$ cat config.mk
export PLATFORM = sky130hd
export DESIGN_NAME = nal_unit_fragmenter
export DESIGN_NICKNAME = d
export VERILOG_FILES = /design/src/nuf_pkg.sv /design/src/nal_unit_fragmenter.sv /design/src/nuf_div.sv /design/src/nuf_ctrl.sv /design/src/nuf_datapath.sv
export SDC_FILE = /design/constraint.sdc
export NUM_CORES = 1
export LEC_CHECK = 0
export BUFFER_PORTS_ARGS = -buffer_cell sky130_fd_sc_hd__buf_2
export CORE_MARGIN = 2
export CORE_UTILIZATION = 39
export CTS_CLUSTER_SIZE = 24
export DETAILED_ROUTE_END_ITERATION = 12
export PLACE_DENSITY_LB_ADDON = 0.3
export RECOVER_POWER = 25
export SETUP_SLACK_MARGIN = 0.3
export SLEW_MARGIN = 30
export SYNTH_ARGS = -nofsm -noshare
export SYNTH_HDL_FRONTEND = slang
export SYNTH_SLANG_ARGS = --single-unit
$ cat constraint.sdc
create_clock -name clk_i -period 9.81 [get_ports clk_i]
set_clock_uncertainty 0.2 [all_clocks]
set_input_delay 0.981 -clock clk_i [delete_from_list [all_inputs] [get_ports clk_i]]
set_output_delay 0.981 -clock clk_i [all_outputs]
set_load 0.01 [all_outputs]
$ cat src/nuf_pkg.sv
// Shared widths, register indexes, FU header bits and controller/datapath structs.
package nuf_pkg;

  localparam int FILL_BITS     = 20;
  localparam int MAX_FRAGMENTS = 64;

  localparam int LEN_W     = 14;
  localparam int TYPE_W    = 6;
  localparam int OFFSET_W  = 20;
  localparam int FUH_W     = 8;
  localparam int MAXPL_W   = 11;
  localparam int PREFIX_W  = 2;
  localparam int HDR_W     = 2;
  localparam int CFG_IDX_W = 2;
  localparam int CFG_DATA_W = MAXPL_W;

  // Running position holds the unsaturated fill: one bit above the fill.
  localparam int POS_W = FILL_BITS + 1;
  localparam int NUM_W = $clog2(MAX_FRAGMENTS + 1);

  // Shared divider: dividend covers rest + chunk - 1, divisor covers chunk.
  localparam int DIVIDEND_W = LEN_W + 1;
  localparam int DIVISOR_W  = MAXPL_W;

  localparam logic [CFG_IDX_W-1:0] REG_MAX_PAYLOAD = 2'd0;
  localparam logic [CFG_IDX_W-1:0] REG_PREFIX_LEN  = 2'd1;
  localparam logic [CFG_IDX_W-1:0] REG_HEADER_LEN  = 2'd2;

  localparam logic [MAXPL_W-1:0]  MAX_PAYLOAD_RST = 11'd1200;
  localparam logic [PREFIX_W-1:0] PREFIX_LEN_RST  = 2'd2;
  localparam logic [HDR_W-1:0]    HEADER_LEN_RST  = 2'd1;

  localparam logic [FUH_W-1:0] FU_TYPE_MASK = 8'b00_111111;
  localparam logic [FUH_W-1:0] FU_S_BIT     = 8'b10_000000;
  localparam logic [FUH_W-1:0] FU_E_BIT     = 8'b01_000000;

  localparam logic [POS_W-1:0] PREFIX_BYTES = POS_W'(4);

  typedef struct packed {
    logic load;         // take the input item, advance the frame fill
    logic start_num;    // start fragment count division
    logic take_num;     // capture the saturated fragment count
    logic start_split;  // start the even split division
    logic take_split;   // capture base size and remainder
    logic emit;         // load the output register with the next packet
  } ctrl_cmd_t;

  typedef struct packed {
    logic single;       // current NAL goes out as one single-NAL packet
    logic div_done;     // divider result is valid
    logic out_free;     // output register can take a packet this cycle
    logic last_item;    // packet about to be emitted is the final one
  } dp_status_t;

endpackage

$ cat src/nal_unit_fragmenter.sv
// Top level of the NAL unit fragmenter: sequencer plus sizing datapath.
//
//   channel  dir     handshake                 payload
//   in       sink    in_valid_i/in_stall_o     nal_length, fu_type, frame_start
//   out      source  out_valid_o/out_stall_i   offset, length, fragment, fu_header, last, ovf
//   cfg      sink    cfg_we_i                  cfg_index_i, cfg_wdata_i
//
// One NAL at a time. A single NAL goes from PREP straight to EMIT, skipping the divider.
// A fragmented NAL first runs the shared one-bit-per-cycle divider twice (fragment
// count, then the even split), then emits one packet per cycle while not stalled.
// Reset clears the frame fill and loads the register defaults. A stalled output holds
// its packet; the next item is taken once the NAL's last packet sits in the output register.
module nal_unit_fragmenter (
  input  logic                            clk_i,
  input  logic                            rst_ni,
  // configuration
  input  logic                            cfg_we_i,
  input  logic [nuf_pkg::CFG_IDX_W-1:0]   cfg_index_i,
  input  logic [nuf_pkg::CFG_DATA_W-1:0]  cfg_wdata_i,
  // input items
  input  logic                            in_valid_i,
  output logic                            in_stall_o,
  input  logic [nuf_pkg::LEN_W-1:0]       nal_length_i,
  input  logic [nuf_pkg::TYPE_W-1:0]      fu_type_i,
  input  logic                            frame_start_i,
  // result items
  output logic                            out_valid_o,
  input  logic                            out_stall_i,
  output logic [nuf_pkg::OFFSET_W-1:0]    payload_offset_o,
  output logic [nuf_pkg::LEN_W-1:0]       payload_length_o,
  output logic                            is_fragment_o,
  output logic [nuf_pkg::FUH_W-1:0]       fu_header_o,
  output logic                            last_o,
  output logic                            fill_overflow_o
);

  nuf_pkg::ctrl_cmd_t  cmd;
  nuf_pkg::dp_status_t status;

  // Sequencer: steps each NAL through sizing and emission.
  nuf_ctrl u_ctrl (
    .clk_i      (clk_i),
    .rst_ni     (rst_ni),
    .in_valid_i (in_valid_i),
    .in_stall_o (in_stall_o),
    .status_i   (status),
    .cmd_o      (cmd)
  );

  // Datapath: frame fill, divider, fragment sizes and the output register.
  nuf_datapath u_datapath (
    .clk_i            (clk_i),
    .rst_ni           (rst_ni),
    .cfg_we_i         (cfg_we_i),
    .cfg_index_i      (cfg_index_i),
    .cfg_wdata_i      (cfg_wdata_i),
    .nal_length_i     (nal_length_i),
    .fu_type_i        (fu_type_i),
    .frame_start_i    (frame_start_i),
    .cmd_i            (cmd),
    .status_o         (status),
    .out_valid_o      (out_valid_o),
    .out_stall_i      (out_stall_i),
    .payload_offset_o (payload_offset_o),
    .payload_length_o (payload_length_o),
    .is_fragment_o    (is_fragment_o),
    .fu_header_o      (fu_header_o),
    .last_o           (last_o),
    .fill_overflow_o  (fill_overflow_o)
  );

endmodule

$ cat src/nuf_div.sv
// Restoring divider, one quotient bit per cycle.
module nuf_div (
  input  logic                           clk_i,
  input  logic                           rst_ni,
  input  logic                           start_i,
  input  logic [nuf_pkg::DIVIDEND_W-1:0] dividend_i,
  input  logic [nuf_pkg::DIVISOR_W-1:0]  divisor_i,
  output logic                           done_o,
  output logic [nuf_pkg::DIVIDEND_W-1:0] quotient_o,
  output logic [nuf_pkg::DIVISOR_W-1:0]  remainder_o
);

  localparam int CNT_W = $clog2(nuf_pkg::DIVIDEND_W + 1);

  logic [nuf_pkg::DIVIDEND_W-1:0] quo_q, quo_d;
  logic [nuf_pkg::DIVISOR_W-1:0]  rem_q, rem_d;
  logic [nuf_pkg::DIVISOR_W-1:0]  dvs_q;
  logic [CNT_W-1:0]               cnt_q, cnt_d;
  logic                           busy_q, busy_d;
  logic                           done_q, done_d;
  logic [nuf_pkg::DIVISOR_W:0]    trial;
  logic [nuf_pkg::DIVISOR_W:0]    diff;
  logic                           fits;

  always_comb begin
    trial  = {rem_q, quo_q[nuf_pkg::DIVIDEND_W-1]};
    diff   = trial - {1'b0, dvs_q};
    fits   = (trial >= {1'b0, dvs_q});
    quo_d  = quo_q;
    rem_d  = rem_q;
    cnt_d  = cnt_q;
    busy_d = busy_q;
    done_d = 1'b0;
    if (start_i) begin
      quo_d  = dividend_i;
      rem_d  = '0;
      cnt_d  = CNT_W'(nuf_pkg::DIVIDEND_W);
      busy_d = 1'b1;
    end else if (busy_q) begin
      quo_d = {quo_q[nuf_pkg::DIVIDEND_W-2:0], fits};
      rem_d = fits ? diff[nuf_pkg::DIVISOR_W-1:0] : trial[nuf_pkg::DIVISOR_W-1:0];
      cnt_d = cnt_q - CNT_W'(1);
      if (cnt_q == CNT_W'(1)) begin
        busy_d = 1'b0;
        done_d = 1'b1;
      end
    end
  end

  always_ff @(posedge clk_i or negedge rst_ni) begin
    if (!rst_ni) begin
      busy_q <= 1'b0;
      done_q <= 1'b0;
      cnt_q  <= '0;
    end else begin
      busy_q <= busy_d;
      done_q <= done_d;
      cnt_q  <= cnt_d;
    end
  end

  always_ff @(posedge clk_i) begin
    quo_q <= quo_d;
    rem_q <= rem_d;
    if (start_i) begin
      dvs_q <= divisor_i;
    end
  end

  assign done_o      = done_q;
  assign quotient_o  = quo_q;
  assign remainder_o = rem_q;

endmodule

$ cat src/nuf_ctrl.sv
// Sequencer: accept, count division, split division, packet emission.
module nuf_ctrl (
  input  logic                clk_i,
  input  logic                rst_ni,
  input  logic                in_valid_i,
  output logic                in_stall_o,
  input  nuf_pkg::dp_status_t status_i,
  output nuf_pkg::ctrl_cmd_t  cmd_o
);

  typedef enum logic [2:0] {
    ST_IDLE,
    ST_PREP,
    ST_DIV_NUM,
    ST_SPLIT_START,
    ST_DIV_SPLIT,
    ST_EMIT
  } state_e;

  state_e state_q, state_d;

  always_comb begin
    state_d = state_q;
    cmd_o   = '0;
    unique case (state_q)
      ST_IDLE: begin
        if (in_valid_i) begin
          cmd_o.load = 1'b1;
          state_d    = ST_PREP;
        end
      end
      ST_PREP: begin
        if (status_i.single) begin
          state_d = ST_EMIT;
        end else begin
          cmd_o.start_num = 1'b1;
          state_d         = ST_DIV_NUM;
        end
      end
      ST_DIV_NUM: begin
        if (status_i.div_done) begin
          cmd_o.take_num = 1'b1;
          state_d        = ST_SPLIT_START;
        end
      end
      ST_SPLIT_START: begin
        cmd_o.start_split = 1'b1;
        state_d           = ST_DIV_SPLIT;
      end
      ST_DIV_SPLIT: begin
        if (status_i.div_done) begin
          cmd_o.take_split = 1'b1;
          state_d          = ST_EMIT;
        end
      end
      ST_EMIT: begin
        if (status_i.out_free) begin
          cmd_o.emit = 1'b1;
          if (status_i.last_item) begin
            state_d = ST_IDLE;
          end
        end
      end
      default: state_d = ST_IDLE;
    endcase
  end

  always_ff @(posedge clk_i or negedge rst_ni) begin
    if (!rst_ni) begin
      state_q <= ST_IDLE;
    end else begin
      state_q <= state_d;
    end
  end

  assign in_stall_o = (state_q != ST_IDLE);

endmodule

$ cat src/nuf_datapath.sv
// Config registers, frame fill, fragment sizing and the output register.
module nuf_datapath (
  input  logic                            clk_i,
  input  logic                            rst_ni,
  input  logic                            cfg_we_i,
  input  logic [nuf_pkg::CFG_IDX_W-1:0]   cfg_index_i,
  input  logic [nuf_pkg::CFG_DATA_W-1:0]  cfg_wdata_i,
  input  logic [nuf_pkg::LEN_W-1:0]       nal_length_i,
  input  logic [nuf_pkg::TYPE_W-1:0]      fu_type_i,
  input  logic                            frame_start_i,
  input  nuf_pkg::ctrl_cmd_t              cmd_i,
  output nuf_pkg::dp_status_t             status_o,
  output logic                            out_valid_o,
  input  logic                            out_stall_i,
  output logic [nuf_pkg::OFFSET_W-1:0]    payload_offset_o,
  output logic [nuf_pkg::LEN_W-1:0]       payload_length_o,
  output logic                            is_fragment_o,
  output logic [nuf_pkg::FUH_W-1:0]       fu_header_o,
  output logic                            last_o,
  output logic                            fill_overflow_o
);

  localparam int FB = nuf_pkg::FILL_BITS;
  localparam int PW = nuf_pkg::POS_W;
  localparam int NW = nuf_pkg::NUM_W;

  // configuration
  logic [nuf_pkg::MAXPL_W-1:0]  max_payload_q;
  logic [nuf_pkg::PREFIX_W-1:0] prefix_len_q;
  logic [nuf_pkg::HDR_W-1:0]    header_len_q;

  // per-NAL state
  logic [FB-1:0]                fill_q;
  logic [PW-1:0]                pos_q;
  logic [nuf_pkg::LEN_W-1:0]    len_q;
  logic [nuf_pkg::LEN_W-1:0]    rest_q;
  logic [nuf_pkg::MAXPL_W-1:0]  chunk_q;
  logic [nuf_pkg::TYPE_W-1:0]   type_q;
  logic                         ovf_q;
  logic                         single_q;
  logic [NW-1:0]                num_q;
  logic [NW-1:0]                idx_q;
  logic [nuf_pkg::LEN_W-1:0]    base_q;
  logic [NW-1:0]                mod_q;

  // output register
  logic                         out_valid_q;
  logic [nuf_pkg::OFFSET_W-1:0] off_q;
  logic [nuf_pkg::LEN_W-1:0]    plen_q;
  logic                         frag_q;
  logic [nuf_pkg::FUH_W-1:0]    fuh_q;
  logic                         last_q;
  logic                         ovfo_q;

  logic [FB-1:0]                fill_eff;
  logic [PW-1:0]                pos_start;
  logic [PW-1:0]                total;
  logic [nuf_pkg::LEN_W-1:0]    max_pl_ext;
  logic [nuf_pkg::LEN_W-1:0]    hdr_ext;
  logic [nuf_pkg::MAXPL_W-1:0]  chunk_calc;
  logic [FB-1:0]                pos_clamped;
  logic [nuf_pkg::LEN_W-1:0]    frag_len;
  logic                         frag_fin;
  logic [nuf_pkg::FUH_W-1:0]    frag_fuh;
  logic                         out_free;

  logic                              div_start;
  logic [nuf_pkg::DIVIDEND_W-1:0]    div_dividend;
  logic [nuf_pkg::DIVISOR_W-1:0]     div_divisor;
  logic                              div_done;
  logic [nuf_pkg::DIVIDEND_W-1:0]    div_quo;
  logic [nuf_pkg::DIVISOR_W-1:0]     div_rem;
  logic [NW-1:0]                     num_sat;

  always_comb begin
    fill_eff   = frame_start_i ? '0 : fill_q;
    pos_start  = PW'(fill_eff) + nuf_pkg::PREFIX_BYTES;
    total      = pos_start + PW'(nal_length_i);
    max_pl_ext = nuf_pkg::LEN_W'(max_payload_q);
    hdr_ext    = nuf_pkg::LEN_W'(header_len_q);
    chunk_calc = (max_payload_q > nuf_pkg::MAXPL_W'(prefix_len_q))
               ? max_payload_q - nuf_pkg::MAXPL_W'(prefix_len_q)
               : nuf_pkg::MAXPL_W'(1);
  end

  // saturate the count at the fragment limit, never below one
  always_comb begin
    if (div_quo > nuf_pkg::DIVIDEND_W'(nuf_pkg::MAX_FRAGMENTS)) begin
      num_sat = NW'(nuf_pkg::MAX_FRAGMENTS);
    end else if (div_quo == '0) begin
      num_sat = NW'(1);
    end else begin
      num_sat = div_quo[NW-1:0];
    end
  end

  always_comb begin
    div_start    = cmd_i.start_num | cmd_i.start_split;
    div_dividend = cmd_i.start_num
                 ? nuf_pkg::DIVIDEND_W'(rest_q) + nuf_pkg::DIVIDEND_W'(chunk_q)
                   - nuf_pkg::DIVIDEND_W'(1)
                 : nuf_pkg::DIVIDEND_W'(rest_q);
    div_divisor  = cmd_i.start_num ? chunk_q : nuf_pkg::DIVISOR_W'(num_q);
  end

  nuf_div u_div (
    .clk_i       (clk_i),
    .rst_ni      (rst_ni),
    .start_i     (div_start),
    .dividend_i  (div_dividend),
    .divisor_i   (div_divisor),
    .done_o      (div_done),
    .quotient_o  (div_quo),
    .remainder_o (div_rem)
  );

  always_comb begin
    pos_clamped = pos_q[FB] ? '1 : pos_q[FB-1:0];
    frag_len    = base_q + nuf_pkg::LEN_W'(idx_q < mod_q);
    frag_fin    = ((idx_q + NW'(1)) == num_q);
    frag_fuh    = nuf_pkg::FUH_W'(type_q) & nuf_pkg::FU_TYPE_MASK;
    if (idx_q == '0) begin
      frag_fuh = frag_fuh | nuf_pkg::FU_S_BIT;
    end
    if (frag_fin) begin
      frag_fuh = frag_fuh | nuf_pkg::FU_E_BIT;
    end
    out_free = !out_valid_q || !out_stall_i;
  end

  assign status_o.single    = single_q;
  assign status_o.div_done  = div_done;
  assign status_o.out_free  = out_free;
  assign status_o.last_item = single_q || frag_fin;

  always_ff @(posedge clk_i or negedge rst_ni) begin
    if (!rst_ni) begin
      max_payload_q <= nuf_pkg::MAX_PAYLOAD_RST;
      prefix_len_q  <= nuf_pkg::PREFIX_LEN_RST;
      header_len_q  <= nuf_pkg::HEADER_LEN_RST;
      fill_q        <= '0;
      out_valid_q   <= 1'b0;
    end else begin
      if (cfg_we_i) begin
        unique case (cfg_index_i)
          nuf_pkg::REG_MAX_PAYLOAD: max_payload_q <= cfg_wdata_i;
          nuf_pkg::REG_PREFIX_LEN:  prefix_len_q  <= cfg_wdata_i[nuf_pkg::PREFIX_W-1:0];
          nuf_pkg::REG_HEADER_LEN:  header_len_q  <= cfg_wdata_i[nuf_pkg::HDR_W-1:0];
          default: ;
        endcase
      end
      if (cmd_i.load) begin
        fill_q <= total[FB] ? '1 : total[FB-1:0];
      end
      if (cmd_i.emit) begin
        out_valid_q <= 1'b1;
      end else if (!out_stall_i) begin
        out_valid_q <= 1'b0;
      end
    end
  end

  always_ff @(posedge clk_i) begin
    if (cmd_i.load) begin
      pos_q    <= pos_start;
      len_q    <= nal_length_i;
      type_q   <= fu_type_i;
      ovf_q    <= total[FB];
      single_q <= (nal_length_i < max_pl_ext) || (nal_length_i <= hdr_ext);
      rest_q   <= nal_length_i - hdr_ext;
      chunk_q  <= chunk_calc;
    end
    if (cmd_i.start_num) begin
      pos_q <= pos_q + PW'(header_len_q);
    end
    if (cmd_i.take_num) begin
      num_q <= num_sat;
    end
    if (cmd_i.take_split) begin
      base_q <= div_quo[nuf_pkg::LEN_W-1:0];
      mod_q  <= div_rem[NW-1:0];
      idx_q  <= '0;
    end
    if (cmd_i.emit) begin
      off_q  <= nuf_pkg::OFFSET_W'(pos_clamped);
      ovfo_q <= ovf_q;
      if (single_q) begin
        plen_q <= len_q;
        frag_q <= 1'b0;
        fuh_q  <= '0;
        last_q <= 1'b1;
      end else begin
        plen_q <= frag_len;
        frag_q <= 1'b1;
        fuh_q  <= frag_fuh;
        last_q <= frag_fin;
        pos_q  <= pos_q + PW'(frag_len);
        idx_q  <= idx_q + NW'(1);
      end
    end
  end

  assign out_valid_o      = out_valid_q;
  assign payload_offset_o = off_q;
  assign payload_length_o = plen_q;
  assign is_fragment_o    = frag_q;
  assign fu_header_o      = fuh_q;
  assign last_o           = last_q;
  assign fill_overflow_o  = ovfo_q;

endmodule
==> results.py <==
metrics = {
    "power_and_ir_drop": {
        "ir_worst_vdd_mv": 0.1160,
        "p_leak_uw": 0.006219,
        "pwr_density_cell_mw_per_mm2": 141.0,
    },
    "final_layout": {
        "layout_commonest_cell": "edfxtp_1",
        "nets": 1634,
        "diodes": 0,
        "multiInputGateArea_sq_mm": 0.006878,
        "drive_gt1_share_pct": 12.10,
        "nFillCells": 3290,
        "layout_common_cells": "edfxtp_1 (146), nand2_1 (138), inv_1 (117)",
        "syn_to_final_growth_pct": 13.06,
        "design_area_sq_mm": 0.01556,
        "fin_util_pct": 44.93,
        "seqCellArea_sq_mm": 0.006299,
    },
    "worst_hold_path": {
        "hp-class": "register to register",
    },
    "global_routing": {
        "grt-ovfl-total": 0,
        "grt_use_total_pct": 19.44,
        "grt_max_degree": 83,
        "grt_pass1_wl_um": 56540,
        "grt_pass1_vias": 10400,
        "antenna_found_initial": 1,
    },
    "worst_setup_path": {
        "worst-setup-path-type": "register to register",
        "path_cells": "ha_1 -> a21o_1 -> a21o_1 -> a21oi_1 -> nor2b_1 -> o21ai_0 -> nand2b_1 -> a21oi_1 -> ha_1 -> nand3_1 -> xnor2_1 -> ha_1 -> o21a_1 -> o31a_1 -> nor4b_1 -> o21ai_0 -> a311o_1 -> or3b_2 -> xor2_1 -> a21oi_1",
        "crit_arrival_ps": 5080,
        "critPathMaxStageDelay_ps": 420,
        "worst-path-max-fanout": 5,
        "cp.required_ps": 10020,
        "cp-start-kind": "register",
        "end_kind": "register",
        "worst_path_max_delay_cell": "xnor2_1",
    },
    "timing": {
        "period_minus_slack_ps": 4874,
        "final.setup.tns_ps": 0,
        "setup_violations": 0,
        "finalMaxSlewViolations": 70,
        "worst_pin_slew_ps": 2764,
        "slew_headroom_pct": -84.28,
        "hold_viol_final": 0,
        "period_share_pct": 49.68,
        "timing.fmax_ghz": 0.2052,
        "rsz0062_at_grt": "no",
    },
    "floorplanning": {
        "start_util_pct": 39.74,
        "fp-row-count": 68,
        "ios": 86,
        "chipWidth_um": 191.8,
        "die_height_um": 191.8,
        "dieArea_sq_mm": 0.03680,
        "core_area_sq_mm": 0.03463,
    },
    "clock_network": {
        "tritoncts": "built",
        "cts_max_level": 1,
        "cts_resized": 0,
        "cts_buffers": 27,
        "clk_path_buf_depth": 3,
        "root_buffer": "clkbuf_16",
        "clk_pin_slew_ps": 60,
        "clock_latency_ps": 540,
        "cts_hold_buf": 0,
        "cts_num_sinks": 230,
        "post_cts_buffers": 0,
    },
    "placement": {
        "io_buffer_count": 85,
        "dp_hpwl_um": 25880,
        "postPlaceCellArea_sq_mm": 0.01468,
        "gp_congestion": 0.8762,
    },
    "yosys": {
        "syn_avg_cell_area_sq_um": 9.739,
        "seq_area_frac_synth_pct": 45.77,
        "ys.warnings.count": 0,
        "ys_ff_latch": 230,
        "syn_inst": 1413,
        "ys_types": 71,
        "synth_edf_count": 146,
        "synth_flop_cell": "edfxtp_1",
        "synth_area_sq_mm": 0.01376,
        "synth_nets": 1554,
        "ys_async_sr_fraction_pct": 19.57,
    },
    "status": {
        "status": "finished, violations left",
        "violations": "max-capacitance violations, max-slew violations",
    },
    "route": {
        "drt_first_pass_iters": 6,
        "wl_per_cell_um": 17.81,
        "viasPerCell": 5.427,
        "routed_wl_um": 35050,
        "post-route-drc-count": 0,
        "drtIter0Drc": 967,
        "dr_total_vias": 10680,
        "postRouteAntennaNets": 0,
    },
    "flow_run": {
        "cap_violations": 2,
    },
}
path summary, 6_finish.rpt:
check                                startpoint                         to  slack [ps]  cells past startpoint
max reg2reg                 u_datapath.idx_q[1]       u_datapath.pos_q[20]        4940                     20
min                        u_datapath.fill_q[0]       u_datapath.fill_q[0]         280                      2
max in group asynchronous                rst_ni      u_datapath.fill_q[19]        6610                      2
max                         u_datapath.idx_q[1]       u_datapath.pos_q[20]        4940                     20
min in group asynchronous                rst_ni  u_datapath.u_div.cnt_q[2]        1230                      2
min reg2reg                u_datapath.fill_q[0]       u_datapath.fill_q[0]         280                      2
state kept, by name, summed over array words and instances (netlist names), 14 cells and up:
signal	cells
u_datapath.payload_length_o	14
u_datapath.len_q	14
u_datapath.rest_q	14
u_datapath.payload_offset_o	20
u_datapath.pos_q	21
u_datapath.fill_q	20
u_datapath.u_div.quotient_o	15
u_datapath.base_q	14
per-layer routing:
metal | share of wire [%] | vias up | global-route usage, %
li1 | - | 5220 | -
met1 | 50 | 5083 | 29.97
met2 | 42 | 329 | 28.71
met3 | 6.9 | 49 | 2.467
met4 | 1.8 | 0 | 4.586
met5 | 0 | - | 0
worst max-delay path, delay by kind of cell, from the launching register on:
kind            cells  cell delay (ps)
simple gates        5              890
xor+xnor            2              560
fa+ha+maj           3              870
flops               1              400
compound gates     10             1830
power breakdown:
| part | switching, uW | internal, uW | leakage [uW] | total (uW) |
|---|---|---|---|---|
| combinational | 73.8 | 48.5 | 0.00358 | 122 |
| sequential | 11.4 | 1040 | 0.00221 | 1050 |
| clock | 398 | 619 | 0.000428 | 1020 |
| total | 484 | 1710 | 0.00622 | 2190 |
Yosys cell counts, types with 4 or more instances:
cell	instances	area, sq um
o211ai_1	20	150.1
nor2_1	91	341.6
ha_1	95	1189
nor3_1	33	165.2
a211oi_1	13	97.59
clkbuf_1	38	142.6
xor2_1	47	411.6
nor2b_1	20	125.1
fa_1	7	140.1
nand2b_1	23	143.9
and2_1	12	75.07
nor4_1	17	106.4
inv_1	117	439.2
nor3b_1	6	45.04
o22ai_1	11	68.82
edfxtp_1	146	4384
xnor2_1	58	508.0
mux2i_1	9	90.09
a21o_1	18	135.1
or4_1	4	30.03
a221oi_1	4	35.03
o31ai_1	6	45.04
dfstp_2	6	157.7
o21ai_0	111	555.5
and3_1	13	81.33
o21bai_1	4	30.03
nand2_1	139	521.8
a21oi_1	78	390.4
o21a_1	10	75.07
mux2_2	20	225.2
dfxtp_1	39	780.8
dfrtp_1	39	975.9
nand3b_1	5	37.54
or3_1	12	75.07
a22oi_1	4	30.03
or2_2	24	150.1
nand4_1	13	81.33
a31oi_1	12	75.07
nand3_1	37	185.2
o41ai_1	4	35.03
stage by stage:
stage          power, uW  hold WS, ps  std cells  setup slack [ps]
2_1_floorplan       1149        200.3       1413              5232
3_3_place_gp        1194        258.4       1919              4994
3_5_place_dp        1198        263.1       1919              4877
4_1_cts             2215        276.0       1968              4879
5_1_grt             2271        294.0       1968              4463
6_report            2194        278.0       1968              4936
cell type report:
cell class | count | area share [%]
multi-input cells | 1021 | 44.21
inverters | 118 | 2.847
clock inverters | 13 | 1.126
clock buffers | 36 | 4.624
repair buffers | 95 | 3.048
well taps | 455 | 3.659
flip-flops and latches | 230 | 40.49
cell families (layout without fill, tap and decap cells):
logic type	after synthesis	after routing	synth area share [%]
buffers and inverters	162	262	4.510
xor gates and xnor gates	105	105	6.683
muxes	29	29	2.291
adders and majority gates	102	102	9.656
DFF	230	230	45.77
and+or+nand+nor	465	465	16.79
AOI/OAI and AO/OA	320	320	14.30
No activity file was read; power rests on OpenSTA's default activity.
